File: src/sv/assert_macros.svh
// Assertion helpers used by the RTL file i2cm_fsm.sv.
`ifndef ASSERT_MACROS_SVH
`define ASSERT_MACROS_SVH

// Property checked on every rising clock edge outside reset.
`define ASSERT_CLKD(label, prop, msg) \
  label: assert property (@(posedge clk_i) disable iff (!rst_ni) (prop)) \
    else $error(msg);

// Property that must never hold on any rising clock edge outside reset.
`define ASSERT_NEVER(label, prop, msg) \
  label: assert property (@(posedge clk_i) disable iff (!rst_ni) !(prop)) \
    else $error(msg);

`endif

File: src/sv/i2cm_pkg.sv
`timescale 1ns / 1ps
`default_nettype none

package i2cm_pkg;

  localparam logic [1:0] OP_TICK        = 2'd0;
  localparam logic [1:0] OP_BEGIN_WRITE = 2'd1;
  localparam logic [1:0] OP_BEGIN_READ  = 2'd2;
  localparam logic [1:0] OP_TX_BYTE     = 2'd3;

  localparam logic [7:0] MSB_MASK = 8'h80;
  localparam logic [7:0] LSB_MASK = 8'h01;
  localparam logic [3:0] BITS_PER_BYTE = 4'd8;

  typedef enum logic [3:0] {
    PH_IDLE       = 4'd0,
    PH_START_SCL  = 4'd1,
    PH_START_SDA  = 4'd2,
    PH_START_HOLD = 4'd3,
    PH_TX_RISE    = 4'd4,
    PH_TX_FALL    = 4'd5,
    PH_ACK_RISE   = 4'd6,
    PH_ACK_FALL   = 4'd7,
    PH_WAIT_BYTE  = 4'd8,
    PH_RX_RISE    = 4'd9,
    PH_RX_FALL    = 4'd10,
    PH_MACK_RISE  = 4'd11,
    PH_MACK_FALL  = 4'd12,
    PH_STOP_RISE  = 4'd13,
    PH_STOP_END   = 4'd14
  } phase_e;

  typedef struct packed {
    logic [1:0] operation;
    logic [6:0] slave_address;
    logic [7:0] byte_count;
    logic [7:0] tx_byte;
    logic       sda_sample;
  } in_item_t;

  typedef struct packed {
    logic       scl_low;
    logic       sda_low;
    logic       busy_res;
    logic       need_byte;
    logic [7:0] rx_byte;
    logic       rx_valid;
    logic       slave_ack;
    logic       frame_done;
  } out_item_t;

endpackage

`default_nettype wire

File: src/sv/i2cm_fsm.sv
`timescale 1ns / 1ps
`default_nettype none

`include "assert_macros.svh"

module i2cm_fsm (
  input  wire logic                clk_i,
  input  wire logic                rst_ni,
  input  wire logic                step_en_i,
  input  wire i2cm_pkg::in_item_t  item_i,
  output i2cm_pkg::out_item_t      result_o
);
  import i2cm_pkg::*;

  phase_e     phase_q, phase_d;
  logic [3:0] bit_cnt_q, bit_cnt_d;
  logic [7:0] shift_q, shift_d;
  logic [7:0] bytes_left_q, bytes_left_d;
  logic       read_frame_q, read_frame_d;
  logic       scl_q, scl_d;
  logic       sda_q, sda_d;

  logic [7:0] rx_out;
  logic       rx_ok;
  logic       ack_out;
  logic       done;
  logic [3:0] bit_cnt_inc;
  logic [7:0] shift_tx_nxt;
  logic [7:0] shift_rx_nxt;
  logic [7:0] bytes_dec;

  assign bit_cnt_inc  = bit_cnt_q + 4'd1;
  assign shift_tx_nxt = {shift_q[6:0], 1'b0};
  assign shift_rx_nxt = {shift_q[6:0], item_i.sda_sample & LSB_MASK[0]};
  assign bytes_dec    = bytes_left_q - 8'd1;

  // Next-state step for one item
  always_comb begin
    phase_d      = phase_q;
    bit_cnt_d    = bit_cnt_q;
    shift_d      = shift_q;
    bytes_left_d = bytes_left_q;
    read_frame_d = read_frame_q;
    scl_d        = scl_q;
    sda_d        = sda_q;
    rx_out       = 8'h00;
    rx_ok        = 1'b0;
    ack_out      = 1'b0;
    done         = 1'b0;
    case (item_i.operation)
      OP_BEGIN_WRITE, OP_BEGIN_READ: begin
        if (phase_q == PH_IDLE) begin
          read_frame_d = (item_i.operation == OP_BEGIN_READ);
          shift_d      = {item_i.slave_address, item_i.operation == OP_BEGIN_READ};
          bytes_left_d = item_i.byte_count;
          bit_cnt_d    = 4'd0;
          scl_d        = 1'b0;
          sda_d        = 1'b0;
          phase_d      = PH_START_SCL;
        end
      end
      OP_TX_BYTE: begin
        if (phase_q == PH_WAIT_BYTE) begin
          shift_d      = item_i.tx_byte;
          bytes_left_d = bytes_dec;
          bit_cnt_d    = 4'd0;
          sda_d        = ~|(item_i.tx_byte & MSB_MASK);
          phase_d      = PH_TX_RISE;
        end
      end
      default: begin
        case (phase_q)
          PH_START_SCL: begin
            scl_d   = 1'b0;
            phase_d = PH_START_SDA;
          end
          PH_START_SDA: begin
            sda_d   = 1'b1;
            phase_d = PH_START_HOLD;
          end
          PH_START_HOLD: begin
            scl_d     = 1'b1;
            bit_cnt_d = 4'd0;
            sda_d     = ~|(shift_q & MSB_MASK);
            phase_d   = PH_TX_RISE;
          end
          PH_TX_RISE: begin
            scl_d   = 1'b0;
            phase_d = PH_TX_FALL;
          end
          PH_TX_FALL: begin
            scl_d     = 1'b1;
            shift_d   = shift_tx_nxt;
            bit_cnt_d = bit_cnt_inc;
            if (bit_cnt_inc >= BITS_PER_BYTE) begin
              sda_d   = 1'b0;
              phase_d = PH_ACK_RISE;
            end else begin
              sda_d   = ~|(shift_tx_nxt & MSB_MASK);
              phase_d = PH_TX_RISE;
            end
          end
          PH_ACK_RISE: begin
            scl_d   = 1'b0;
            phase_d = PH_ACK_FALL;
          end
          PH_ACK_FALL: begin
            ack_out = item_i.sda_sample;
            scl_d   = 1'b1;
            if (bytes_left_q == 8'd0) begin
              sda_d   = 1'b1;
              phase_d = PH_STOP_RISE;
            end else if (read_frame_q) begin
              sda_d     = 1'b0;
              bit_cnt_d = 4'd0;
              shift_d   = 8'h00;
              phase_d   = PH_RX_RISE;
            end else begin
              phase_d = PH_WAIT_BYTE;
            end
          end
          PH_WAIT_BYTE: begin
            // SCL held low until the next transmit byte arrives
            phase_d = PH_WAIT_BYTE;
          end
          PH_RX_RISE: begin
            scl_d   = 1'b0;
            phase_d = PH_RX_FALL;
          end
          PH_RX_FALL: begin
            shift_d   = shift_rx_nxt;
            scl_d     = 1'b1;
            bit_cnt_d = bit_cnt_inc;
            if (bit_cnt_inc >= BITS_PER_BYTE) begin
              rx_out       = shift_rx_nxt;
              rx_ok        = 1'b1;
              bytes_left_d = bytes_dec;
              // ack while more bytes follow, nack the last
              sda_d        = (bytes_dec != 8'd0);
              phase_d      = PH_MACK_RISE;
            end else begin
              phase_d = PH_RX_RISE;
            end
          end
          PH_MACK_RISE: begin
            scl_d   = 1'b0;
            phase_d = PH_MACK_FALL;
          end
          PH_MACK_FALL: begin
            scl_d = 1'b1;
            if (bytes_left_q == 8'd0) begin
              sda_d   = 1'b1;
              phase_d = PH_STOP_RISE;
            end else begin
              sda_d     = 1'b0;
              bit_cnt_d = 4'd0;
              shift_d   = 8'h00;
              phase_d   = PH_RX_RISE;
            end
          end
          PH_STOP_RISE: begin
            scl_d   = 1'b0;
            phase_d = PH_STOP_END;
          end
          PH_STOP_END: begin
            sda_d   = 1'b0;
            done    = 1'b1;
            phase_d = PH_IDLE;
          end
          default: begin
            phase_d = PH_IDLE;
          end
        endcase
      end
    endcase
  end

  // Result fields reflect the state after the item
  always_comb begin
    result_o.scl_low    = scl_d;
    result_o.sda_low    = sda_d;
    result_o.busy_res   = (phase_d != PH_IDLE);
    result_o.need_byte  = (phase_d == PH_WAIT_BYTE);
    result_o.rx_byte    = rx_out;
    result_o.rx_valid   = rx_ok;
    result_o.slave_ack  = ack_out;
    result_o.frame_done = done;
  end

  always_ff @(posedge clk_i or negedge rst_ni) begin
    if (!rst_ni) begin
      phase_q      <= PH_IDLE;
      bit_cnt_q    <= 4'd0;
      shift_q      <= 8'h00;
      bytes_left_q <= 8'h00;
      read_frame_q <= 1'b0;
      scl_q        <= 1'b0;
      sda_q        <= 1'b0;
    end else if (step_en_i) begin
      phase_q      <= phase_d;
      bit_cnt_q    <= bit_cnt_d;
      shift_q      <= shift_d;
      bytes_left_q <= bytes_left_d;
      read_frame_q <= read_frame_d;
      scl_q        <= scl_d;
      sda_q        <= sda_d;
    end
  end

  `ASSERT_CLKD(a_need_implies_busy, step_en_i && result_o.need_byte |-> result_o.busy_res,
    "need_byte raised outside a frame")
  `ASSERT_CLKD(a_done_to_idle, step_en_i && result_o.frame_done |=> phase_q == PH_IDLE,
    "frame_done without return to idle")
  `ASSERT_CLKD(a_wait_holds_scl, step_en_i && result_o.need_byte |=> scl_q,
    "SCL released while waiting for a transmit byte")
  `ASSERT_NEVER(a_rx_ack_excl, step_en_i && result_o.rx_valid && result_o.slave_ack,
    "rx_valid and slave_ack on the same item")

endmodule

`default_nettype wire

File: src/sv/i2c_master_frame_engine.sv
`timescale 1ns / 1ps
`default_nettype none

// I2C master frame engine. One item is taken every clock cycle unless the
// output stalls; the item sits in the input register, then the bit-level
// state step writes its result into the result register once that register
// is free, and the result is presented on the output from there.
// The state step handles start, address, data, ack and stop half-bit
// phases; a tick item is one half-bit period. Output stalls back up
// through the result and input registers.
module i2c_master_frame_engine (
  input  wire logic                clk_i,
  input  wire logic                rst_ni,
  input  wire logic                in_valid_i,
  output logic                     in_ready_o,
  input  wire i2cm_pkg::in_item_t  in_item_i,
  output logic                     out_valid_o,
  input  wire logic                out_ready_i,
  output i2cm_pkg::out_item_t      out_item_o
);
  import i2cm_pkg::*;

  in_item_t  in_item_q;
  logic      in_valid_q;
  out_item_t out_item_q;
  logic      out_valid_q;
  out_item_t step_result;
  logic      step_en;

  // item in the input register moves on when the result register is free
  assign step_en    = in_valid_q && (!out_valid_q || out_ready_i);
  assign in_ready_o = !in_valid_q || step_en;

  always_ff @(posedge clk_i or negedge rst_ni) begin
    if (!rst_ni) begin
      in_valid_q <= 1'b0;
    end else if (in_ready_o) begin
      in_valid_q <= in_valid_i;
    end
  end

  always_ff @(posedge clk_i) begin
    if (in_ready_o && in_valid_i) begin
      in_item_q <= in_item_i;
    end
  end

  i2cm_fsm u_fsm (
    .clk_i     (clk_i),
    .rst_ni    (rst_ni),
    .step_en_i (step_en),
    .item_i    (in_item_q),
    .result_o  (step_result)
  );

  always_ff @(posedge clk_i or negedge rst_ni) begin
    if (!rst_ni) begin
      out_valid_q <= 1'b0;
    end else if (step_en) begin
      out_valid_q <= 1'b1;
    end else if (out_ready_i) begin
      out_valid_q <= 1'b0;
    end
  end

  always_ff @(posedge clk_i) begin
    if (step_en) begin
      out_item_q <= step_result;
    end
  end

  assign out_valid_o = out_valid_q;
  assign out_item_o  = out_item_q;

endmodule

`default_nettype wire
File: config.mk
export PLATFORM = sky130hd
export DESIGN_NAME = i2c_master_frame_engine
export DESIGN_NICKNAME = d
export VERILOG_FILES = /design/src/sv/i2cm_pkg.sv /design/src/sv/i2cm_fsm.sv /design/src/sv/i2c_master_frame_engine.sv
export VERILOG_INCLUDE_DIRS = /design/src /design/src/sv
export SDC_FILE = /design/constraint.sdc
export NUM_CORES = 1
export LEC_CHECK = 0
export BUFFER_PORTS_ARGS = -buffer_cell sky130_fd_sc_hd__buf_2
export CAP_MARGIN = 25
export CORE_AREA = 2 2 106 98
export DETAILED_ROUTE_END_ITERATION = 6
export DIE_AREA = 0 0 108 100
export PLACE_DENSITY = 0.67
export SLEW_MARGIN = 20
export SYNTH_ARGS = -nofsm -noshare
export SYNTH_HDL_FRONTEND = slang
export SYNTH_SLANG_ARGS = --single-unit
export TNS_END_PERCENT = 100
File: constraint.sdc
create_clock -name clk_i -period 2.6 [get_ports clk_i]
set_input_delay 0.26 -clock clk_i [delete_from_list [all_inputs] [get_ports clk_i]]
set_output_delay 0.26 -clock clk_i [all_outputs]
set_load 0.05 [all_outputs]
After elaboration in Yosys (flattened, before gate mapping) --
Index checks and enable logic that the tools add are counted.
Storage, ports and cells: register bits after elaboration 70, word-level logic and storage cells 125, input port bits 30
Cells by class: add/subtract/negate cells 2, reduce and logical (&&, ||, !) cells 30, magnitude comparators 1, equal/unequal tests 23, multiplexer cells 44, bitwise gates (word level) 3
Operator list (number):
- 8-bit two-way mux | 9
- 4-bit one-hot mux with 13 select lines | 1
- 4-bit equality test (second input constant) | 8
- 4-bit two-way mux | 8
- 8-bit one-hot mux with 2 select lines | 2
- 8-bit one-hot mux with 4 select lines | 1
- 4-bit by 3-bit equality test with 1-bit output (second input constant) | 4
- 4-bit one-hot mux with 2 select lines | 2
- 4-bit one-hot mux with 4 select lines | 1
- 7-bit AND reduction | 2
- 1-bit two-way mux | 13
- 6-bit nonzero test | 2
- 5-bit OR reduction | 2
- 4-bit by 2-bit equality test with 1-bit output (second input constant) | 2
- 8-bit logical NOT | 1
- 4-bit != test (second input constant) | 2
- 8-bit nonzero test | 1
- 4-bit OR reduction | 2
- 8-bit by 1-bit subtractor with 8-bit output (second input constant) | 1
- 1-bit one-hot mux with 7 select lines | 1
- 1-bit one-hot mux with 2 select lines | 3
- 3-bit nonzero test | 2
- 6-bit OR reduction | 1
- 1-bit logical NOT | 5
- 19 further kinds | 27

Depth between registers and ports, before layout --
depth in word-level cells 6, gate-level depth with buffers 9

By module --
A second synthesis with hierarchy kept.
Unflattened totals: cells, all modules 337, area total of the unflattened synthesis 3764.9 µm²
Modules (own cells, without submodules):
- i2cm_fsm | seq. area each 675.6 µm², cells an instance 288, instances 1, area each 2429.8 µm²
- i2c_master_frame_engine | seq. area each 1281.2 µm², cells an instance 49, instances 1, area each 1335.0 µm²

Worst setup path after synthesis --
Ideal clock, no wire load.
path kind register to register, start reg out_valid_q, in the netlist out_valid_o, end reg in_item_q[0] (netlist bit), enable pin, buffers on the path 0, arrival 1.833 ns, setup slack 0.382 ns, library setup time 0.385 ns, cell stages (with the launch flop) 3, clock period less this slack 2.218 ns, path through dfrtp_1 -> nand3b_1 -> and2_1
On the way: longest elaborated chain between the ends 5
RTL lines:
- start, declared | line i2c_master_frame_engine.sv:26 | logic out_valid_q;
- start signal, assigned | line i2c_master_frame_engine.sv:58 | out_valid_q <= 1'b0;
- start signal, assigned | line i2c_master_frame_engine.sv:60 | out_valid_q <= 1'b1;
- start signal, assigned | line i2c_master_frame_engine.sv:62 | out_valid_q <= 1'b0;
- 1-bit logical NOT | line i2c_master_frame_engine.sv:31 | assign step_en = in_valid_q && (!out_valid_q || out_ready_i);
- 1-bit logical OR | line i2c_master_frame_engine.sv:31
- 1-bit logical AND | line i2c_master_frame_engine.sv:31
- 1-bit logical OR | line i2c_master_frame_engine.sv:32 | assign in_ready_o = !in_valid_q || step_en;
- named net in_ready_o | line i2c_master_frame_engine.sv:15 | output logic in_ready_o,
- 1-bit logical AND | line i2c_master_frame_engine.sv:43 | if (in_ready_o && in_valid_i) begin
- end signal, assigned | line i2c_master_frame_engine.sv:44 | in_item_q <= in_item_i;
- end, declared | line i2c_master_frame_engine.sv:23 | in_item_t in_item_q;
The timed path passes the listed nets, and every way through them passes these cells. A chain may end at the register's enable or synchronous reset.

Worst setup path in the final report --
start reg in_item_q[24] (netlist bit), end reg u_fsm.shift_q[1]
On the way: longest elaborated chain between the ends 4
RTL lines:
- 2-bit by 1-bit equality test with 1-bit output / 2-bit equality test (equally long branches) | line i2cm_fsm.sv:50 | case (item_i.operation)
- 2-bit OR reduction
- 4-bit != test (no source line) (tied with other cells)
- 7-bit AND reduction (no source line)
- end signal, assigned | line i2cm_fsm.sv:202 | shift_q <= shift_d;
- end, declared | line i2cm_fsm.sv:17 | logic [7:0] shift_q, shift_d;
Several ways; a longest one is shown, not always the timed one.

==> flow_summary.toml <==
[run_status]
status = "finished clean"

[routing]
first_pass_iters = 5
wl_per_cell_microns = 14.8
via_per_inst = 5.22
via_count = 2695
postRouteAntennaNets = 0
routed_wl_microns = 7650
drc_errors = 0
drt_iter0_markers = 181

[grt]
track_usage = 0.151
grt_max_degree = 30
grt_first_pass_wirelength_microns = 12700
overflow = 0
grt_pass1_vias = 2533
antenna_found_initial = 0

[floorplanning]
rows = 35
dieWidth_microns = 108
ioPinCount = 47
die_y_microns = 100
die-area_sq_um = 10800
start_util = 0.383
core_sq_um = 9850

[sta]
setup_tns_ns = 0
finalCritPeriodShare = 0.902
rsz0062_at_grt = "no"
hold_violations = 0
fin_ws_ns = 0.254
finalCriticalPeriod_ns = 2.35
slew_violations = 0
worst_slew_pin_slew_ns = 0.713
slew_headroom = 0.525
fmax_mhz = 426
setup_viol = 0
fin_worst_skew_ns = 0.00678

[hold_path]
worstHoldEndpoint = "in_item_q[11]"
hold_path_class = "primary input to flop"
min_path_cells = 1
hold_start = "in_item_i[11]"

[synth]
synthesis.nets = 367
yosysUniqueCellTypes = 62
synth-seq-area-share = 0.518
syn-cell-area_sq_um = 3780
synthTopCellsByArea = "edfxtp_1 33%, dfrtp_1 19%, mux2_4 3.2%"
synth.avg_cell_area_sq_um = 11.4
ys_async_sr_fraction = 0.414
ys_ff_latch = 70
synthCells = 330
synth_edf_count = 41
ys_warn_count = 0
synth.top_cell.area_share = 0.326
yosysTopAreaCell = "edfxtp_1"
ys.flop_type = "edfxtp_1"

[place]
place.gp.congestion = 0.860
dp_hpwl_microns = 5380
numPortBuffers = 46
place_ws_ns = 0.106

[cts]
numClockSinks = 70
post-cts-setup-buffers = 0
clockRootBuffer = "clkbuf_8"
clk_transition_reported_paths_ns = 0.08
clkLatencyLatePin_ns = 0.35
cts_buffers = 9
clk_path_buf_depth = 2
cts_tree = "done"
htree_levels = 3

[cells_and_area]
insertedDiodeCount = 0
post-route-util = 0.443
nets = 419
syn2layout_area_growth_pct = 15.6
drive_gt1_frac = 0.287

[setup_path]
required_ns = 2.84
endpoint_kind = "flop"
timing.reg2reg.setup_slack_ns = 0.25
path_class = "flop to flop"
timing.rr.start = "in_item_q[24]"
setup.worst_path.start_class = "flop"
worst_r2r_endpoint = "u_fsm.shift_q[1]"
crit_fanout = 8
r2r_cells = 7
cp.arrival_ns = 2.58

[power]
total_leakage_power_nw = 1.76
vdd.ir_drop.worst_v = 0.000346
powerDensity_nw_per_um2 = 868

[flow_run]
max-cap-violations = 0
[cell type report]
type / instances / area [sq um]
clock inverters: 7 / 72.6
repair buffers: 64 / 380
well taps: 129 / 161
multi-input cells: 227 / 1630
inverters: 10 / 37.5
fillers: 918 / 5490
clock buffers: 9 / 124
flip-flops and latches: 70 / 1960
[state kept, by name (all words and copies together) (netlist names)]
register,flops
in_item_q,26
out_item_o,15
u_fsm.bytes_left_q,8
u_fsm.shift_q,8
u_fsm.bit_cnt_q,4
u_fsm.phase_q,4
in_valid_q,1
out_valid_o,1
u_fsm.read_frame_q,1
u_fsm.scl_q,1
u_fsm.sda_q,1
[cell usage in the layout (no fill, tap or decap), types with 4 or more instances in the layout]
cell type and instances:
clkbuf_8 9, a22oi_1 10, o2bb2ai_1 9, inv_1 9, edfxtp_1 41, a21oi_1 15, and2_1 13, nand2_1 17
nor3b_1 5, mux2_4 8, nor3_1 5, ha_1 7, o21ai_0 22, nand3_1 11, buf_2 46, dfrtp_1 29
o211ai_1 4, mux2_2 7, nor2b_1 6, nand2b_1 6, nor2_1 20, buf_4 16
[worst max path at each step]
stage,start,to,slack (ns),cells past startpoint
after floorplan,out_valid_o,in_item_q[0],0.38,2
after global placement,in_item_q[24],u_fsm.shift_q[3],0.23,7
after detailed placement,in_item_q[24],u_fsm.shift_q[1],0.11,7
after CTS,in_item_q[24],u_fsm.shift_q[0],0.10,7
after global routing,in_item_q[24],u_fsm.shift_q[6],0.12,7
final,in_item_q[24],u_fsm.shift_q[1],0.25,7
[Yosys cell counts, types with 4 or more instances]
cell / count
edfxtp_1: 41
dfrtp_1: 29
o21ai_0: 22
nor2_1: 20
nand2_1: 17
a21oi_1: 15
and2_1: 13
nand3_1: 11
a22oi_1: 10
inv_1: 9
o2bb2ai_1: 9
mux2_4: 8
buf_2: 7
ha_1: 7
mux2_2: 7
buf_6: 6
clkbuf_1: 6
nand2b_1: 6
nor2b_1: 6
nor3_1: 5
nor3b_1: 5
o211ai_1: 4
[worst max-delay path: stages (launching register included)]
cell and delay (ns):
edfxtp_1 0.38, inv_1 0.07, ha_1 0.39, mux2i_1 0.28
a21oi_2 0.13, nor3_2 0.29, o21a_2 0.36, mux2_4 0.33
[power by group]
part / leakage [nW] / switching, mW / internal [mW]
clock network: 0.0976 / 0.425 / 0.446
registers: 0.767 / 0.242 / 1.40
logic: 0.894 / 0.693 / 0.582
[cell families (layout without fill, tap and decap cells)]
logic type | Yosys count | count (layout) | synth area share
xor gates and xnor gates | 3 | 3 | 0.00696
adders and majority gates | 7 | 7 | 0.0232
and+or+nand+nor | 113 | 113 | 0.176
DFF | 70 | 70 | 0.518
AOI/OAI and AO/OA | 86 | 86 | 0.166
muxes | 18 | 18 | 0.0606
buffers and inverters | 33 | 90 | 0.0500
[metal layers]
layer  track usage  part of all wire  wire (microns)  vias up
li1              -                 -               -     1333
met2         0.223              0.44            3400       96
met3        0.0403             0.055             423       11
met1         0.216              0.48            3700     1255
met5             0                 0               0        -
met4        0.0533             0.016             123        0
[what timing repair did]
item	in CTS	in global routing
hold endpoints to repair	29	0
resized for setup	0	1
hold buffers	1	0
setup endpoints to repair	0	8
[through the flow]
stage               power [mW]  instance area, sq um  hold WS (ns)  std cells
global placement          2.88                  4160         0.360        499
CTS                       3.81                  4360        0.0614        516
detailed placement        2.92                  4160         0.364        499
global route              4.03                  4370        0.0539        516
floorplan                 2.63                  3780       -0.0356        330
finish                    3.79                  4370        0.0793        516
Power figures use the tool's default switching activity.
